--- src/rtl/tmu_pkg.sv ---
// shared types, constants and helpers for the margin update core
`timescale 1ns / 1ps
package tmu_pkg;

	localparam int IDX_W      = 12;
	localparam int WORD_W     = 16;
	localparam int SCORE_W    = 23;
	localparam int CFG_W      = 15;
	localparam int DIMS_W     = 7;
	localparam int ABS_W      = 17;
	localparam int ENTITIES_DEF  = 4096;
	localparam int RELATIONS_DEF = 1024;
	localparam int MAX_DIM_DEF   = 64;

	localparam logic [SCORE_W-1:0] SCORE_MAX = 23'h7FFFFF;

	localparam logic [CFG_W-1:0]  MARGIN_RST = 15'd4096;
	localparam logic [CFG_W-1:0]  LR_RST     = 15'd4;
	localparam logic [DIMS_W-1:0] DIMS_RST   = 7'd50;

	typedef enum logic [1:0] {
		CFG_MARGIN = 2'd0,
		CFG_LR     = 2'd1,
		CFG_DIMS   = 2'd2
	} cfg_idx_t;

	typedef enum logic [1:0] {
		MODE_TRAIN    = 2'd0,
		MODE_LOAD_ENT = 2'd1,
		MODE_LOAD_REL = 2'd2,
		MODE_READ_ENT = 2'd3
	} mode_t;

	typedef struct packed {
		logic [1:0]         mode;
		logic [11:0]        head_pos;
		logic [11:0]        tail_pos;
		logic [9:0]         relation_pos;
		logic [11:0]        head_neg;
		logic [11:0]        tail_neg;
		logic [9:0]         relation_neg;
		logic [5:0]         dim_index;
		logic signed [15:0] load_value;
	} in_item_t;

	typedef struct packed {
		logic               updated;
		logic [22:0]        hinge_loss;
		logic [22:0]        score_pos;
		logic [22:0]        score_neg;
		logic signed [15:0] read_value;
	} out_item_t;

	function automatic logic signed [WORD_W-1:0] sat_add(input logic signed [WORD_W-1:0] a,
		input logic signed [WORD_W-1:0] b);
		logic signed [WORD_W:0] s;
		s = (WORD_W+1)'(a) + (WORD_W+1)'(b);
		if (s > 17'sd32767) begin
			return 16'sh7FFF;
		end else if (s < -17'sd32768) begin
			return 16'sh8000;
		end
		return WORD_W'(s);
	endfunction

endpackage

--- src/rtl/tmu_alu.sv ---
// shared per-dimension unit: translation difference, magnitude, sign step and saturated relation and head updates
`timescale 1ns / 1ps
module tmu_alu (
	input  logic signed [tmu_pkg::WORD_W-1:0] t,
	input  logic signed [tmu_pkg::WORD_W-1:0] h,
	input  logic signed [tmu_pkg::WORD_W-1:0] r,
	input  logic [tmu_pkg::CFG_W-1:0]         lr,
	input  logic                              neg,
	output logic [tmu_pkg::ABS_W-1:0]         absd,
	output logic signed [tmu_pkg::WORD_W-1:0] step,
	output logic signed [tmu_pkg::WORD_W-1:0] new_r,
	output logic signed [tmu_pkg::WORD_W-1:0] new_h
);
	import tmu_pkg::*;

	logic signed [17:0]       diff;
	logic signed [WORD_W-1:0] lr_s;

	always_comb begin
		diff  = 18'(t) - 18'(h) - 18'(r);
		absd  = (diff < 0) ? ABS_W'(-diff) : ABS_W'(diff);
		lr_s  = {1'b0, lr};
		step  = ((diff > 0) ^ neg) ? lr_s : -lr_s;
		new_r = sat_add(r, step);
		new_h = sat_add(h, step);
	end

endmodule

--- config.mk ---
export PLATFORM = sky130hd
export DESIGN_NAME = tmu_alu
export DESIGN_NICKNAME = d
export VERILOG_FILES = /design/src/rtl/tmu_pkg.sv /design/src/rtl/tmu_alu.sv
export SDC_FILE = /design/constraint.sdc
export NUM_CORES = 1
export LEC_CHECK = 0
export BUFFER_PORTS_ARGS = -buffer_cell sky130_fd_sc_hd__buf_2
export CORE_UTILIZATION = 45
export DETAILED_ROUTE_END_ITERATION = 6
export PLACE_DENSITY_LB_ADDON = 0.08
export SLEW_MARGIN = 20
export SYNTH_ARGS = -nofsm -noshare
export SYNTH_HDL_FRONTEND = slang
export SYNTH_SLANG_ARGS = --single-unit
--- constraint.sdc ---
create_clock -name vclk -period 7.5
set_clock_uncertainty 0.15 [all_clocks]
set_input_delay 0.375 -clock vclk [all_inputs]
set_output_delay 0.375 -clock vclk [all_outputs]
set_load 0.005 [all_outputs]
==> results.py <==
metrics = {
    "run_status": {
        "status": "finished clean",
    },
    "critical_path": {
        "cp-start-kind": "input pin",
        "crit_required_ns": 6.97,
        "crit_buf_inv": 4,
        "cp.depth": 26,
        "startpoint": "r[5]",
        "arrival_ns": 6.58,
        "setup.worst_path.end": "new_h[4]",
        "critical_path.top_delay_family": "compound AO/OA/AOI/OAI gates",
        "endpoint_kind": "primary output",
        "critPathKind": "input pin to primary output",
        "cp_slowest_cell": "or4_1",
        "critical_path.max_fanout": 12,
        "critPathMaxStageDelay_ns": 0.55,
    },
    "power_and_ir_drop": {
        "comb_power_share": 1.000,
        "ir_drop_mv": 0.288,
        "p_seq_frac": 0,
        "p_switching_w": 0.000883,
        "p_leak_nw": 2.30,
        "internal_power_w": 0.000748,
        "p_clk_frac": 0,
        "p_per_area_nw_per_um2": 357,
        "switching_share": 0.541,
    },
    "synth": {
        "synth_top_area_share": 0.171,
        "ys_top_cells_by_count": "inv_1 (57), a21oi_1 (54), ha_1 (51)",
        "synth.avg_cell_area_um2": 7.14,
        "ys_warn_count": 0,
        "syn_area_um2": 3730,
        "synth_nets": 656,
        "ys_top_cells_by_area": "ha_1 (17%), fa_1 (9.6%), xnor2_1 (7.3%)",
        "yosysTopAreaCell": "ha_1",
        "yosysMostFrequentCell": "inv_1",
        "netlist_instances": 523,
        "synth_cell_types": 59,
        "ys_seq_area_frac": 0,
    },
    "layout": {
        "flops_and_latches": 0,
        "nets": 787,
        "seqCellArea_um2": 0,
        "num_antenna_cells": 0,
        "syn2layout_area_growth_pct": 22.5,
        "clock_buffers": 0,
        "layout-drive-gt1-share": 0.264,
        "fillers": 802,
    },
    "sta": {
        "final_max_slew_viol_count": 0,
        "worstMarginPinSlew_ns": 0.461,
        "slew_headroom": 0.691,
        "fin_setup_tns_ns": 0,
        "worst_hold_slack_ns": 0.863,
        "setup_viol": 0,
        "fmax_mhz": 141,
        "period_share": 0.948,
        "finalCriticalPeriod_ns": 7.11,
        "hold_viol": 0,
    },
    "global_route": {
        "track_usage": 0.246,
        "grt_pass1_vias": 3797,
        "grt_pass1_wl_mm": 17.5,
        "antenna_found_initial": 0,
        "grt_start_max_net_pins": 14,
        "grt_overflow": 0,
    },
    "route": {
        "ant_nets": 0,
        "wire_per_inst_um": 14.3,
        "totalWireLength_mm": 10.8,
        "drt_iter0_drc": 153,
        "viasPerCell": 5.60,
        "drc": 0,
        "vias": 4222,
        "firstDrtPassIters": 5,
    },
    "floorplan": {
        "ios": 129,
        "die_h_um": 93.1,
        "dieArea_um2": 8670,
        "initial_core_util": 0.474,
        "core_area_um2": 7890,
        "die_w_um": 93.1,
        "rows": 32,
    },
    "place": {
        "io_buffer_count": 129,
        "place_congestion": 0.935,
        "hpwl_mm": 9.54,
    },
    "flow_run": {
        "max_cap_violations": 0,
    },
    "min_path": {
        "min_path_type": "input pin to primary output",
    },
}
-- metrics by stage --
stage / worst slack, ns / total power [W] / util / instances / cell area (um^2)
detailed placement: 0.0360 / 0.00158 / 0.572 / 752 / 4520
floorplan: 0.974 / 0.00106 / - / 523 / 3730
global route: -0.00963 / 0.00182 / 0.580 / 754 / 4570
finish: 0.392 / 0.00163 / 0.580 / 754 / 4570
CTS: 0.00488 / 0.00159 / 0.572 / 752 / 4520
global placement: 0.175 / 0.00156 / 0.572 / 752 / 4520
-- worst min path at each step --
stage	slack [ns]	cells past startpoint	startpoint	end
finish	0.86	2	lr[0]	step[0]
global route	0.89	2	lr[0]	step[0]
CTS	0.86	2	lr[0]	step[0]
detailed placement	0.86	2	lr[0]	step[0]
global placement	0.86	2	lr[0]	step[0]
floorplan	0.68	1	lr[0]	step[0]
-- per-layer routing --
layer  wire [um]  track usage  part of all wire  up-vias
li1            -            -                 -     2132
met1        5000        0.350              0.46     1933
met2        5030        0.426              0.47      153
met3         698      0.00813             0.065        4
met4          49       0.0231            0.0045        0
met5           0            0                 0        -
-- cell type report --
class / count / area, um^2 / area share
Inverter: 57 / 214 / 0.0468
Multi-Input combinational cell: 457 / 3520 / 0.769
Tap cell: 102 / 128 / 0.0279
Timing Repair Buffer: 138 / 713 / 0.156
-- layout by cell type (no fill, tap or decap), types with 6 or more instances in the layout --
cell / count
inv_1: 57
xor2_1: 25
nand2_1: 27
o21ai_0: 34
o21a_1: 11
buf_4: 9
a21oi_1: 53
nor2_1: 45
xnor2_1: 30
nand3_1: 11
or2_2: 7
and3_1: 7
ha_1: 51
nand2b_1: 9
nor2b_1: 6
fa_1: 18
nor3_1: 19
a31oi_1: 8
or3_1: 9
buf_2: 129
o211ai_1: 6
a21o_1: 12
-- logic make-up after synthesis --
logic type | synth area share
buffers and inverters | 0.0693
adder cells (fa/ha/maj) | 0.275
AO/OA/AOI/OAI | 0.299
AND/OR/NAND/NOR | 0.215
multiplexers | 0.00301
XOR/XNOR | 0.138
-- power groups by stage --
stage                     combinational (W)  clock (W)  sequential [W]
after global placement              0.00156          0               0
after global routing                0.00182          0               0
final                               0.00163          0               0
after detailed placement            0.00158          0               0
after floorplan                     0.00106          0               0
after CTS                           0.00159          0               0
-- repair_timing --
action | CTS | global route
setup endpoints to repair | 0 | 28
resized for setup | 0 | 11
setup buffers | 0 | 2
hold buffers | 0 | 0
Power figures use the tool's default switching activity.
